[config.mk]
export PLATFORM = sky130hd
export DESIGN_NAME = multiturn_angle_tracker_core_flat
export DESIGN_NICKNAME = d
export VERILOG_FILES = /design/src/sv/mat_pkg.sv /design/src/sv/mat_if.sv /design/src/sv/mat_ctrl.sv /design/src/sv/mat_dp.sv /design/src/sv/multiturn_angle_tracker_core.sv /design/src/flat_wrapper.sv
export SDC_FILE = /design/constraint.sdc
export NUM_CORES = 2
export LEC_CHECK = 0
export CAP_MARGIN = 20
export CORE_UTILIZATION = 60
export CTS_CLUSTER_DIAMETER = 200
export DETAILED_ROUTE_END_ITERATION = 7
export DONT_BUFFER_PORTS = 1
export PLACE_DENSITY_LB_ADDON = 0.15
export SYNTH_ARGS = -nofsm -noshare
export SYNTH_HDL_FRONTEND = slang
export SYNTH_SLANG_ARGS = --single-unit
[constraint.sdc]
create_clock -name clk -period 27.2 [get_ports clk]
set_clock_uncertainty 0.2 [all_clocks]
set_input_delay 1.36 -clock clk [delete_from_list [all_inputs] [get_ports clk]]
set_output_delay 1.36 -clock clk [all_outputs]
set_load 0.03 [all_outputs]
[src/sv/mat_pkg.sv]
// Shared types and constants for the multi-turn angle tracker.
// Holds widths, fixed-point constants, the controller state type and the
// command and status structs used between controller and datapath.
`default_nettype none

package mat_pkg;

  // Field and register widths.
  localparam int COUNT_BITS    = 12;
  localparam int TURN_BITS     = 16;
  localparam int FRAC_BITS     = 16;
  localparam int WORD_BITS     = 16;
  localparam int CPR_BITS      = 13;
  localparam int POLE_BITS     = 7;
  localparam int OFFSET_BITS   = 19;
  localparam int MECH_BITS     = 35;
  localparam int ELEC_BITS     = 19;
  localparam int CFG_IDX_BITS  = 2;
  localparam int CFG_DATA_BITS = 19;

  // Datapath widths.
  localparam int NUM_BITS  = CPR_BITS + 1 + TURN_BITS;   // count + cpr * turns, signed
  localparam int MAG_BITS  = 28;                         // magnitude of that sum
  localparam int PPC_BITS  = POLE_BITS + COUNT_BITS;     // pole_pairs * count
  localparam int KLO_BITS  = 18;
  localparam int KHI_BITS  = 17;
  localparam int PROD_BITS = MAG_BITS + KLO_BITS;
  localparam int ACC_BITS  = 64;
  localparam int DVD_BITS  = 48;
  localparam int QUO_BITS  = 34;
  localparam int CNT_BITS  = 5;

  // Quotient widths of the three divisions, two bits per step.
  localparam int QW_MOD  = 20;
  localparam int QW_ELEC = 20;
  localparam int QW_MECH = 34;

  // 2*pi scaled by 2^32, split for the narrow multiplier, and 2*pi in Q.16.
  localparam logic [34:0] PI2_Q32 = 35'd26986075409;
  localparam logic [KLO_BITS-1:0] PI2_K_LO = PI2_Q32[KLO_BITS-1:0];
  localparam logic [KHI_BITS-1:0] PI2_K_HI = PI2_Q32[34:KLO_BITS];
  localparam logic [ELEC_BITS-1:0] PI2_QF = 19'd411775;

  // Configuration register indexes.
  typedef enum logic [CFG_IDX_BITS-1:0] {
    CFG_CPR    = 2'd0,
    CFG_POLE   = 2'd1,
    CFG_OFFSET = 2'd2
  } cfg_idx_t;

  // Controller states.
  typedef enum logic [3:0] {
    S_IDLE,
    S_TURN,
    S_PROD,
    S_MOD_LD,
    S_MOD_RUN,
    S_EMUL_LO,
    S_EMUL_HI,
    S_EDIV_LD,
    S_EDIV_RUN,
    S_ELEC_FIN,
    S_MMUL_LO,
    S_MMUL_HI,
    S_MDIV_LD,
    S_MDIV_RUN,
    S_DONE
  } state_t;

  // Which division the shared divider is loaded for.
  typedef enum logic [1:0] {
    DSEL_MOD,
    DSEL_ELEC,
    DSEL_MECH
  } dsel_t;

  // Which operand feeds the multiplier.
  typedef enum logic {
    MSRC_ELEC,
    MSRC_MECH
  } msrc_t;

  typedef struct packed {
    logic  capture;
    logic  turn;
    logic  prod;
    logic  div_load;
    dsel_t div_sel;
    logic  div_step;
    logic  mul_lo;
    logic  mul_hi;
    msrc_t mul_src;
    logic  elec_fin;
    logic  out_load;
  } cmd_t;

  typedef struct packed {
    logic div_last;
    logic out_free;
  } sts_t;

endpackage

`default_nettype wire

[src/sv/mat_if.sv]
// Valid/ready channel interfaces for the multi-turn angle tracker.
// Depends on mat_pkg for the payload widths.
`default_nettype none

interface mat_in_if;
  import mat_pkg::*;
  logic                 valid;
  logic                 ready;
  logic                 kind;
  logic [WORD_BITS-1:0] spi_word;

  modport source (output valid, kind, spi_word, input ready);
  modport sink   (input valid, kind, spi_word, output ready);
endinterface

interface mat_out_if;
  import mat_pkg::*;
  logic                        valid;
  logic                        ready;
  logic signed [MECH_BITS-1:0] mech_angle;
  logic [ELEC_BITS-1:0]        elec_angle;
  logic signed [TURN_BITS-1:0] turns;

  modport source (output valid, mech_angle, elec_angle, turns, input ready);
  modport sink   (input valid, mech_angle, elec_angle, turns, output ready);
endinterface

`default_nettype wire

[src/sv/mat_ctrl.sv]
// Sequencing controller of the multi-turn angle tracker.
// Walks one beat through turn update, multiplies and divisions; uses mat_pkg.
`default_nettype none

module mat_ctrl (
  input  wire logic          clk,
  input  wire logic          rst_n,
  input  wire logic          in_valid,
  output logic               in_ready,
  input  wire mat_pkg::sts_t sts,
  output mat_pkg::cmd_t      cmd
);
  import mat_pkg::*;

  state_t state_r;
  state_t state_nxt;

  // State register.
  always_ff @(posedge clk) begin
    if (!rst_n) begin
      state_r <= S_IDLE;
    end else begin
      state_r <= state_nxt;
    end
  end

  // Next state.
  always_comb begin
    state_nxt = state_r;
    unique case (state_r)
      S_IDLE:     if (in_valid) state_nxt = S_TURN;
      S_TURN:     state_nxt = S_PROD;
      S_PROD:     state_nxt = S_MOD_LD;
      S_MOD_LD:   state_nxt = S_MOD_RUN;
      S_MOD_RUN:  if (sts.div_last) state_nxt = S_EMUL_LO;
      S_EMUL_LO:  state_nxt = S_EMUL_HI;
      S_EMUL_HI:  state_nxt = S_EDIV_LD;
      S_EDIV_LD:  state_nxt = S_EDIV_RUN;
      S_EDIV_RUN: if (sts.div_last) state_nxt = S_ELEC_FIN;
      S_ELEC_FIN: state_nxt = S_MMUL_LO;
      S_MMUL_LO:  state_nxt = S_MMUL_HI;
      S_MMUL_HI:  state_nxt = S_MDIV_LD;
      S_MDIV_LD:  state_nxt = S_MDIV_RUN;
      S_MDIV_RUN: if (sts.div_last) state_nxt = S_DONE;
      S_DONE:     if (sts.out_free) state_nxt = S_IDLE;
      default:    state_nxt = S_IDLE;
    endcase
  end

  // Commands to the datapath.
  always_comb begin
    cmd      = '0;
    in_ready = 1'b0;
    unique case (state_r)
      S_IDLE: begin
        in_ready    = 1'b1;
        cmd.capture = in_valid;
      end
      S_TURN:     cmd.turn = 1'b1;
      S_PROD:     cmd.prod = 1'b1;
      S_MOD_LD: begin
        cmd.div_load = 1'b1;
        cmd.div_sel  = DSEL_MOD;
      end
      S_MOD_RUN:  cmd.div_step = 1'b1;
      S_EMUL_LO: begin
        cmd.mul_lo  = 1'b1;
        cmd.mul_src = MSRC_ELEC;
      end
      S_EMUL_HI: begin
        cmd.mul_hi  = 1'b1;
        cmd.mul_src = MSRC_ELEC;
      end
      S_EDIV_LD: begin
        cmd.div_load = 1'b1;
        cmd.div_sel  = DSEL_ELEC;
      end
      S_EDIV_RUN: cmd.div_step = 1'b1;
      S_ELEC_FIN: cmd.elec_fin = 1'b1;
      S_MMUL_LO: begin
        cmd.mul_lo  = 1'b1;
        cmd.mul_src = MSRC_MECH;
      end
      S_MMUL_HI: begin
        cmd.mul_hi  = 1'b1;
        cmd.mul_src = MSRC_MECH;
      end
      S_MDIV_LD: begin
        cmd.div_load = 1'b1;
        cmd.div_sel  = DSEL_MECH;
      end
      S_MDIV_RUN: cmd.div_step = 1'b1;
      S_DONE:     cmd.out_load = sts.out_free;
      default: begin
        cmd      = '0;
        in_ready = 1'b0;
      end
    endcase
  end

endmodule

`default_nettype wire

[src/sv/mat_dp.sv]
// Datapath of the multi-turn angle tracker: configuration and turn state,
// a split multiplier, a shared radix-4 divider and the result register.
// Driven by mat_ctrl through cmd_t; uses mat_pkg.
`default_nettype none

module mat_dp (
  input  wire logic                                clk,
  input  wire logic                                rst_n,
  input  wire mat_pkg::cmd_t                       cmd,
  output mat_pkg::sts_t                            sts,
  input  wire logic                                in_kind,
  input  wire logic [mat_pkg::WORD_BITS-1:0]       in_spi_word,
  input  wire logic                                cfg_we,
  input  wire logic [mat_pkg::CFG_IDX_BITS-1:0]    cfg_index,
  input  wire logic [mat_pkg::CFG_DATA_BITS-1:0]   cfg_data,
  input  wire logic                                out_ready,
  output logic                                     out_valid,
  output logic signed [mat_pkg::MECH_BITS-1:0]     out_mech_angle,
  output logic [mat_pkg::ELEC_BITS-1:0]            out_elec_angle,
  output logic signed [mat_pkg::TURN_BITS-1:0]     out_turns
);
  import mat_pkg::*;

  localparam logic signed [TURN_BITS-1:0] TURN_MAX = {1'b0, {(TURN_BITS-1){1'b1}}};
  localparam logic signed [TURN_BITS-1:0] TURN_MIN = {1'b1, {(TURN_BITS-1){1'b0}}};

  // Configuration registers.
  logic [CPR_BITS-1:0]    cpr_r;
  logic [POLE_BITS-1:0]   pole_r;
  logic [OFFSET_BITS-1:0] offset_r;
  logic [CPR_BITS-1:0]    cpr_eff;

  // Tracking state and per-beat registers.
  logic signed [TURN_BITS-1:0] turn_r;
  logic signed [TURN_BITS-1:0] turn_nxt;
  logic [COUNT_BITS-1:0]       last_r;
  logic [COUNT_BITS-1:0]       count_r;
  logic                        kind_r;
  logic signed [NUM_BITS-1:0]  num_r;
  logic signed [NUM_BITS-1:0]  num_nxt;
  logic signed [NUM_BITS-1:0]  cpr_turns;
  logic [PPC_BITS-1:0]         ppc_r;
  logic [PPC_BITS-1:0]         ppc_nxt;

  // Multiplier and accumulator.
  logic [ACC_BITS-1:0]  acc_r;
  logic [ACC_BITS-1:0]  acc_nxt;
  logic [MAG_BITS-1:0]  mul_a;
  logic [KLO_BITS-1:0]  mul_k;
  logic [PROD_BITS-1:0] mul_p;
  logic [NUM_BITS-1:0]  mag_full;
  logic                 num_neg;

  // Divider.
  logic [CPR_BITS-1:0] rem_r;
  logic [CPR_BITS-1:0] rem_nxt;
  logic [DVD_BITS-1:0] dvd_r;
  logic [DVD_BITS-1:0] dvd_nxt;
  logic [QUO_BITS-1:0] quo_r;
  logic [QUO_BITS-1:0] quo_nxt;
  logic [CNT_BITS-1:0] step_r;
  logic [CNT_BITS-1:0] step_nxt;
  logic [CPR_BITS:0]   div_t1;
  logic [CPR_BITS:0]   div_r1;
  logic [CPR_BITS:0]   div_t2;
  logic [CPR_BITS:0]   div_r2;
  logic                div_q1;
  logic                div_q2;

  // Electrical angle and result.
  logic [ELEC_BITS-1:0]         elec_r;
  logic [ELEC_BITS-1:0]         elec_nxt;
  logic signed [ELEC_BITS+1:0]  elec_diff;
  logic signed [ELEC_BITS+1:0]  elec_wrap;
  logic signed [MECH_BITS-1:0]  mech_val;
  logic                         out_valid_r;

  // Turn detection.
  logic signed [COUNT_BITS+1:0] delta;
  logic signed [COUNT_BITS+1:0] quarter;
  logic signed [TURN_BITS-1:0]  turn_base;

  assign cpr_eff = (cpr_r == '0) ? {{(CPR_BITS-1){1'b0}}, 1'b1} : cpr_r;

  // Configuration writes.
  always_ff @(posedge clk) begin
    if (!rst_n) begin
      cpr_r    <= CPR_BITS'(4096);
      pole_r   <= POLE_BITS'(1);
      offset_r <= '0;
    end else if (cfg_we) begin
      unique case (cfg_index)
        CFG_CPR:    cpr_r    <= cfg_data[CPR_BITS-1:0];
        CFG_POLE:   pole_r   <= cfg_data[POLE_BITS-1:0];
        CFG_OFFSET: offset_r <= cfg_data[OFFSET_BITS-1:0];
        default:    ;
      endcase
    end
  end

  // Turn update: a jump beyond a quarter turn counts a wrap, saturating; kind 1 clears first.
  always_comb begin
    delta     = $signed({2'b00, count_r}) - $signed({2'b00, last_r});
    quarter   = $signed({3'b000, cpr_eff[CPR_BITS-1:2]});
    turn_base = kind_r ? '0 : turn_r;
    turn_nxt  = turn_base;
    if (delta > quarter) begin
      if (turn_base != TURN_MIN) turn_nxt = turn_base - TURN_BITS'(1);
    end else if (delta < -quarter) begin
      if (turn_base != TURN_MAX) turn_nxt = turn_base + TURN_BITS'(1);
    end
  end

  // Numerators of the two angles.
  assign cpr_turns = $signed({1'b0, cpr_eff}) * turn_r;
  assign num_nxt   = cpr_turns + $signed({{(NUM_BITS-COUNT_BITS){1'b0}}, count_r});
  assign ppc_nxt   = PPC_BITS'(pole_r) * PPC_BITS'(count_r);

  always_ff @(posedge clk) begin
    if (!rst_n) begin
      turn_r <= '0;
      last_r <= '0;
    end else if (cmd.turn) begin
      turn_r <= turn_nxt;
      last_r <= count_r;
    end
  end

  always_ff @(posedge clk) begin
    if (cmd.capture) begin
      kind_r  <= in_kind;
      count_r <= in_spi_word[WORD_BITS-1 -: COUNT_BITS];
    end
    if (cmd.prod) begin
      num_r <= num_nxt;
      ppc_r <= ppc_nxt;
    end
  end

  // Multiply by 2*pi in two partial products; the first adds the rounding half.
  assign num_neg  = num_r[NUM_BITS-1];
  assign mag_full = num_neg ? NUM_BITS'(-num_r) : NUM_BITS'(num_r);
  assign mul_a    = (cmd.mul_src == MSRC_ELEC) ? MAG_BITS'(rem_r) : mag_full[MAG_BITS-1:0];
  assign mul_k    = cmd.mul_hi ? KLO_BITS'(PI2_K_HI) : PI2_K_LO;
  assign mul_p    = PROD_BITS'(mul_a) * PROD_BITS'(mul_k);

  always_comb begin
    acc_nxt = acc_r;
    if (cmd.mul_lo) begin
      acc_nxt = ACC_BITS'(mul_p) + (ACC_BITS'(cpr_eff) << (FRAC_BITS - 1));
    end else if (cmd.mul_hi) begin
      acc_nxt = acc_r + (ACC_BITS'(mul_p) << KLO_BITS);
    end
  end

  always_ff @(posedge clk) begin
    if (cmd.mul_lo || cmd.mul_hi) acc_r <= acc_nxt;
  end

  // Shared restoring divider by cpr, two quotient bits per step.
  always_comb begin
    div_t1 = {rem_r, dvd_r[DVD_BITS-1]};
    div_q1 = (div_t1 >= {1'b0, cpr_eff});
    div_r1 = div_q1 ? (div_t1 - {1'b0, cpr_eff}) : div_t1;
    div_t2 = {div_r1[CPR_BITS-1:0], dvd_r[DVD_BITS-2]};
    div_q2 = (div_t2 >= {1'b0, cpr_eff});
    div_r2 = div_q2 ? (div_t2 - {1'b0, cpr_eff}) : div_t2;
  end

  always_comb begin
    rem_nxt  = rem_r;
    dvd_nxt  = dvd_r;
    quo_nxt  = quo_r;
    step_nxt = step_r;
    if (cmd.div_load) begin
      quo_nxt = '0;
      unique case (cmd.div_sel)
        DSEL_MOD: begin
          rem_nxt  = '0;
          dvd_nxt  = {QW_MOD'(ppc_r), {(DVD_BITS-QW_MOD){1'b0}}};
          step_nxt = CNT_BITS'(QW_MOD/2 - 1);
        end
        DSEL_ELEC: begin
          rem_nxt  = acc_r[FRAC_BITS+QW_ELEC +: CPR_BITS];
          dvd_nxt  = {acc_r[FRAC_BITS +: QW_ELEC], {(DVD_BITS-QW_ELEC){1'b0}}};
          step_nxt = CNT_BITS'(QW_ELEC/2 - 1);
        end
        DSEL_MECH: begin
          rem_nxt  = acc_r[FRAC_BITS+QW_MECH +: CPR_BITS];
          dvd_nxt  = {acc_r[FRAC_BITS +: QW_MECH], {(DVD_BITS-QW_MECH){1'b0}}};
          step_nxt = CNT_BITS'(QW_MECH/2 - 1);
        end
        default: begin
          rem_nxt  = '0;
          dvd_nxt  = '0;
          step_nxt = '0;
        end
      endcase
    end else if (cmd.div_step) begin
      rem_nxt  = div_r2[CPR_BITS-1:0];
      dvd_nxt  = dvd_r << 2;
      quo_nxt  = {quo_r[QUO_BITS-3:0], div_q1, div_q2};
      step_nxt = step_r - CNT_BITS'(1);
    end
  end

  always_ff @(posedge clk) begin
    if (cmd.div_load || cmd.div_step) begin
      rem_r  <= rem_nxt;
      dvd_r  <= dvd_nxt;
      quo_r  <= quo_nxt;
      step_r <= step_nxt;
    end
  end

  assign sts.div_last = (step_r == '0);

  // Electrical angle: subtract the offset, wrap once by 2*pi, clamp at zero.
  always_comb begin
    elec_diff = $signed({2'b00, quo_r[ELEC_BITS-1:0]}) - $signed({2'b00, offset_r});
    elec_wrap = elec_diff + $signed({2'b00, PI2_QF});
    if (elec_diff >= 0) begin
      elec_nxt = elec_diff[ELEC_BITS-1:0];
    end else if (elec_wrap >= 0) begin
      elec_nxt = elec_wrap[ELEC_BITS-1:0];
    end else begin
      elec_nxt = '0;
    end
  end

  always_ff @(posedge clk) begin
    if (cmd.elec_fin) elec_r <= elec_nxt;
  end

  // Result register: frees the core while the receiver stalls.
  assign mech_val     = num_neg ? -$signed({1'b0, quo_r}) : $signed({1'b0, quo_r});
  assign sts.out_free = !out_valid_r || out_ready;

  always_ff @(posedge clk) begin
    if (!rst_n) begin
      out_valid_r <= 1'b0;
    end else if (cmd.out_load) begin
      out_valid_r <= 1'b1;
    end else if (out_ready) begin
      out_valid_r <= 1'b0;
    end
  end

  always_ff @(posedge clk) begin
    if (cmd.out_load) begin
      out_mech_angle <= mech_val;
      out_elec_angle <= elec_r;
      out_turns      <= turn_r;
    end
  end

  assign out_valid = out_valid_r;

`ifndef NO_ASSERTIONS
  // The partial remainder stays below the divisor through every step.
  a_rem_bound: assert property (@(posedge clk) disable iff (!rst_n)
    cmd.div_step |-> (rem_r < cpr_eff))
    else $error("divider remainder not below counts per rev");

  // Without a clear, the turn count moves by at most one per beat.
  a_turn_step: assert property (@(posedge clk) disable iff (!rst_n)
    (cmd.turn && !kind_r) |=> ((turn_r == $past(turn_r)) ||
                               (turn_r == $past(turn_r) + TURN_BITS'(1)) ||
                               (turn_r == $past(turn_r) - TURN_BITS'(1))))
    else $error("turn count jumped by more than one");

  // The electrical angle never reaches past a full turn.
  a_elec_range: assert property (@(posedge clk) disable iff (!rst_n)
    cmd.elec_fin |=> (elec_r <= PI2_QF))
    else $error("electrical angle out of range");

  // A result is never loaded over one the receiver has not taken.
  a_no_overwrite: assert property (@(posedge clk) disable iff (!rst_n)
    cmd.out_load |-> (!out_valid_r || out_ready))
    else $error("result register overwritten");
`endif

endmodule

`default_nettype wire

[src/sv/multiturn_angle_tracker_core.sv]
// Multi-turn angle tracker: top level joining the controller and datapath.
// Depends on mat_pkg, mat_if, mat_ctrl and mat_dp.
//
// Usage:
//   in_ch carries one beat per sensor word: kind (1 clears the turn count
//   first) and the raw 16-bit spi_word whose bits 15..4 are the angle count.
//   out_ch returns one beat per input beat: the multi-turn mechanical angle,
//   the electrical angle in [0, 2*pi) and the turn count, angles in Q.16
//   radians. cfg_we/cfg_index/cfg_data write counts_per_rev (0), pole_pairs
//   (1) and elec_offset (2); write only while no beat is in flight.
//   A new input beat is taken only after the previous one has been loaded
//   into the result register. Each beat runs the shared radix-4 divider
//   in 10 steps for the pole-pair remainder, 10 for the electrical angle
//   and 17 for the mechanical angle, besides the multiplies and bookkeeping.
//   A stalled receiver holds the result register; the next input beat is
//   still taken and processed, and waits for the register to free.
//   Reset (synchronous, rst_n low) zeroes the turn count and last count and
//   restores counts_per_rev = 4096, pole_pairs = 1, elec_offset = 0.
`default_nettype none

module multiturn_angle_tracker_core (
  input  wire logic                               clk,
  input  wire logic                               rst_n,
  mat_in_if.sink                                  in_ch,
  mat_out_if.source                               out_ch,
  input  wire logic                               cfg_we,
  input  wire logic [mat_pkg::CFG_IDX_BITS-1:0]   cfg_index,
  input  wire logic [mat_pkg::CFG_DATA_BITS-1:0]  cfg_data
);
  import mat_pkg::*;

  cmd_t cmd;
  sts_t sts;
  logic in_ready;

  // Sequencer.
  mat_ctrl u_ctrl (
    .clk      (clk),
    .rst_n    (rst_n),
    .in_valid (in_ch.valid),
    .in_ready (in_ready),
    .sts      (sts),
    .cmd      (cmd)
  );

  // Arithmetic and state.
  mat_dp u_dp (
    .clk            (clk),
    .rst_n          (rst_n),
    .cmd            (cmd),
    .sts            (sts),
    .in_kind        (in_ch.kind),
    .in_spi_word    (in_ch.spi_word),
    .cfg_we         (cfg_we),
    .cfg_index      (cfg_index),
    .cfg_data       (cfg_data),
    .out_ready      (out_ch.ready),
    .out_valid      (out_ch.valid),
    .out_mech_angle (out_ch.mech_angle),
    .out_elec_angle (out_ch.elec_angle),
    .out_turns      (out_ch.turns)
  );

  assign in_ch.ready = in_ready;

endmodule

`default_nettype wire
[src/flat_wrapper.sv]
// flat-port wrapper written by rule: the top's interface ports become plain ports
module multiturn_angle_tracker_core_flat import mat_pkg::*;
  (clk, rst_n, cfg_we, cfg_index, cfg_data, in_ch_valid, in_ch_kind, in_ch_spi_word, in_ch_ready, out_ch_valid, out_ch_mech_angle, out_ch_elec_angle, out_ch_turns, out_ch_ready);
  mat_in_if in_ch_i ();
  mat_out_if out_ch_i ();
  input  wire logic clk;
  input  wire logic rst_n;
  input  wire logic cfg_we;
  input  wire logic [mat_pkg::CFG_IDX_BITS-1:0] cfg_index;
  input  wire logic [mat_pkg::CFG_DATA_BITS-1:0] cfg_data;
  input wire logic [$bits(in_ch_i.valid)-1:0] in_ch_valid;
  input wire logic [$bits(in_ch_i.kind)-1:0] in_ch_kind;
  input wire logic [$bits(in_ch_i.spi_word)-1:0] in_ch_spi_word;
  output wire logic [$bits(in_ch_i.ready)-1:0] in_ch_ready;
  output wire logic [$bits(out_ch_i.valid)-1:0] out_ch_valid;
  output wire logic [$bits(out_ch_i.mech_angle)-1:0] out_ch_mech_angle;
  output wire logic [$bits(out_ch_i.elec_angle)-1:0] out_ch_elec_angle;
  output wire logic [$bits(out_ch_i.turns)-1:0] out_ch_turns;
  input wire logic [$bits(out_ch_i.ready)-1:0] out_ch_ready;
  assign in_ch_i.valid = in_ch_valid;
  assign in_ch_i.kind = in_ch_kind;
  assign in_ch_i.spi_word = in_ch_spi_word;
  assign in_ch_ready = in_ch_i.ready;
  assign out_ch_valid = out_ch_i.valid;
  assign out_ch_mech_angle = out_ch_i.mech_angle;
  assign out_ch_elec_angle = out_ch_i.elec_angle;
  assign out_ch_turns = out_ch_i.turns;
  assign out_ch_i.ready = out_ch_ready;
  multiturn_angle_tracker_core u_core (.clk(clk), .rst_n(rst_n), .in_ch(in_ch_i), .out_ch(out_ch_i), .cfg_we(cfg_we), .cfg_index(cfg_index), .cfg_data(cfg_data));
endmodule
==> metrics.log <==
[metrics] hold slack final: 0.216 ns
[metrics] Die Y-Extent: approximately 280 um
[metrics] share of async-settable or async-resettable flops after synthesis: 0%
[metrics] Post-CTS Setup Inserts: 0
[metrics] path type of the worst setup path: reg2reg
[metrics] count of input and output buffers: 0
[metrics] portion of the post-synthesis area used by sequential elements: 22.2%
[metrics] pin count of the biggest net entering global routing: 88
[metrics] global-route wire length before repair: roughly 190 mm
[metrics] DR pass1 iterations: 8
[metrics] number of remaining DRC errors: 7
[metrics] Max Fanout on Critical Path: 7
[metrics] stage delay of the slowest cell on the critical path: between 0.8 and 0.9 ns
[metrics] clock-pin slew of the registers on the worst-case setup and hold paths: about 0.06 ns
[metrics] register bit total from synthesis: between 300 and 400
[metrics] syn_area_per_cell: ~9.2 um2
[metrics] post-detailed-placement half-perimeter wirelength: about 94 mm
[metrics] most used cell along the critical path: fa_1
[metrics] maximum clock frequency: 0.0855 GHz
[metrics] element type at the critical path end: flop
[metrics] GRT Max-Usage Layer: met2
[metrics] setup repair after global routing missed its margin: false
[metrics] Cell Area, Synth: approximately 0.045 mm2
[metrics] cell count after synthesis: roughly 4,800
[metrics] Ports: around 120
[metrics] final setup vio count: 0
[metrics] Period minus WS final: around 12 ns
[metrics] via total after detailed routing: 33,904
[metrics] H-tree depth reported by CTS: 2
[metrics] total buffers and inverters traversed by the critical path: 3
[metrics] max capacitance violation total: 0
[metrics] slowest cell on the critical path: a21oi_1
[metrics] Clock Sink Count: between 300 and 400
[metrics] CTS-repair resized insts: 0
[metrics] number of hold violations in the final report: 0
[metrics] top flip-flop cell by instance count after synthesis: edfxtp_1
[metrics] worst setup timing slack at the placement stage: around 16 ns
[metrics] initial antenna violation count: 2
[metrics] period utilization: about 43%
[metrics] filler cell count in the final layout: just over 6,000
[metrics] Relative slew margins: between 10% and 20%
[metrics] hold buffer count at CTS: 0
[metrics] CP Data Required Time: between 20 and 30 ns
[metrics] wirelength, routed: ~120 mm
[metrics] global-route met2 utilization: 50.4%
[metrics] net total in the final layout: 5,791
[metrics] Max Root-Sink Buffers: 3
[metrics] met1 track demand over resource: between 40% and 50%
[metrics] initial drt markers: 2,634
[metrics] number of global-route vias before repair: approximately 34,000
[metrics] failing checks: design-rule violations
[metrics] final antenna diode count: 0
[metrics] row count: between 90 and 100
[metrics] Die Footprint: between 0.07 and 0.08 mm2
[metrics] TritonCTS clock tree: yes
[metrics] warning count from the yosys run: 0
[metrics] delay-heaviest family, CP: adder cells
[metrics] initial core utilization: roughly three fifths
[metrics] TritonCTS buffer count: between 40 and 50
[metrics] fraction of layout instances using a drive strength above 1: 4.51%
[metrics] number of flops mapped to enable cells by yosys: 283
[metrics] WL per Instance: 20.4 um
[metrics] Floorplan Core Area: ~0.073 mm2
[metrics] Crit path arrival time: 11.83 ns
[metrics] remaining antenna violation count: 0
[metrics] growth of design area from synthesis to finish: 5.14%
[metrics] final critical-path setup slack: ~16 ns
[metrics] Slew @ Worst Pin: 1.27 ns
[metrics] met3 global-route usage: just under 5%
[metrics] sort of element at the start of the critical path: flop
[metrics] horizontal extent of the die: between 200 and 300 um
[metrics] status: finished, violations left
[metrics] insertion delay of the later-clocked pin in the worst-skew pair: 0.60 ns
[metrics] worst min-delay path category: reg2reg
[metrics] weighted congestion at the end of routability-driven global placement: ~0.98
[metrics] Global Route Usage Sum: about a third
[metrics] Sum Neg Setup Slack: 0 ns
[metrics] global-route congestion overflow total: 0
[metrics] final number of max-transition violations: 0
[metrics] clock tree root driver cell: clkbuf_16
[metrics] Cell variety after synth: 102
[metrics] average via count per standard cell: just under 6
## cells by family (layout without fill, tap and decap cells)
logic type      count (synthesis)  in the layout  share of synthesized area, %
compound gates                843            843                          12.4
xor+xnor                      265            265                          5.19
fa+ha+maj                     997            997                          36.5
buf+inv                      1056            972                          8.88
flops                         355            355                          22.2
mux                            36             36                         0.836
other cells                     2             26                        0.0168
simple gates                 1291           1291                          13.9
## placed cells by master (no fill, tap or decap), types with 11 or more instances in the layout
master,instances
mux2i_1,25
nand4_1,32
a21oi_1,237
nand3_1,77
nor3_1,74
and3_1,27
mux2_2,11
nand2_1,502
nor4_1,15
nand2b_1,31
o21a_1,27
or4_1,12
clkbuf_16,45
nor2b_1,30
o211ai_1,17
a222oi_1,19
xor2_1,84
xnor2_1,181
or2_2,25
a31oi_1,29
o22ai_1,19
a211oi_1,19
nor2_1,238
conb_1,26
or3_1,18
o21ai_0,158
o21bai_1,31
fa_1,517
dfxtp_1,72
clkinv_2,12
inv_1,835
o41ai_1,14
a21o_1,97
o31ai_1,44
and2_1,135
a22oi_1,14
ha_1,480
edfxtp_1,283
buf_4,47
## metal layers
metal,wire length (um),vias to the layer above,share of wire [%]
met5,11,-,0.0094
met4,3570,2,3.0
met3,9100,217,7.8
met2,53500,1233,46
met1,51200,16609,44
li1,-,15843,-
## final timing paths
path | endpoint | startpoint | slack (ns) | cells after the start
worst max-delay path | u_core.u_dp.acc_r[62] | u_core.u_dp.num_r[2] | 15.50 | 38
worst min-delay path | u_core.u_dp.out_elec_angle[0] | u_core.u_dp.elec_r[0] | 0.22 | 0
worst max register to register | u_core.u_dp.acc_r[62] | u_core.u_dp.num_r[2] | 15.50 | 38
worst min register to register | u_core.u_dp.out_elec_angle[0] | u_core.u_dp.elec_r[0] | 0.22 | 0
## flip-flops by register name, summed over array words and instances (netlist names), 29 cells and up
register	count
u_core.u_dp.num_r	29
u_core.u_dp.out_mech_angle	35
u_core.u_dp.acc_r	47
u_core.u_dp.quo_r	34
u_core.u_dp.dvd_r	34
## worst register-to-register path: cells and delay by family (launching register included)
kind,cells,cell delay (ns)
xor+xnor,2,0.40
simple gates,12,2.92
fa+ha+maj,8,3.68
flops,1,0.44
buf+inv,3,0.29
compound gates,13,3.52
## per-stage QoR
stage,utilization [%],area (um2),instances
final,64.2,47100,5744
after global routing,64.2,47100,5744
after CTS,64.1,47000,5740
after detailed placement,62.2,45600,5661
after global placement,62.2,45600,5661
after floorplan,-,44900,4869
## synthesized netlist by cell type (16+ instances only)
master,instances,share of area [%]
and2_1,136,1.9
ha_1,480,13
nor3_1,76,0.85
or2_2,25,0.35
dfxtp_1,72,3.2
nand4_1,32,0.45
a21o_1,97,1.6
nor4_1,16,0.22
a21oi_1,237,2.6
nand2b_1,32,0.45
nor2b_1,31,0.43
xnor2_1,181,3.5
o21ai_0,160,1.8
or3_1,18,0.25
edfxtp_1,283,19
a222oi_1,19,0.42
o211ai_1,17,0.29
o31ai_1,44,0.74
nor2_1,239,2.0
xor2_1,84,1.6
nand2_1,504,4.2
o21bai_1,31,0.52
o22ai_1,19,0.27
mux2i_1,25,0.56
and3_1,27,0.38
o21a_1,27,0.45
a31oi_1,29,0.41
fa_1,517,23
a211oi_1,19,0.32
nand3_1,77,0.86
clkbuf_1,196,1.6
inv_1,835,7.0
## area by class of cell
cell class              count  area, um2  share of cell area [%]
clock inverters            24        194                   0.412
inverters                 843       3170                    6.73
repair buffers             50        398                   0.845
well taps                 959       1200                    2.55
flip-flops and latches    355       9940                    21.1
multi-input cells        3458      31000                    65.9
clock buffers              55       1170                    2.49
Power is not shown: default switching activity piles up to over one toggle a cycle in this logic, so the estimate is an artifact.
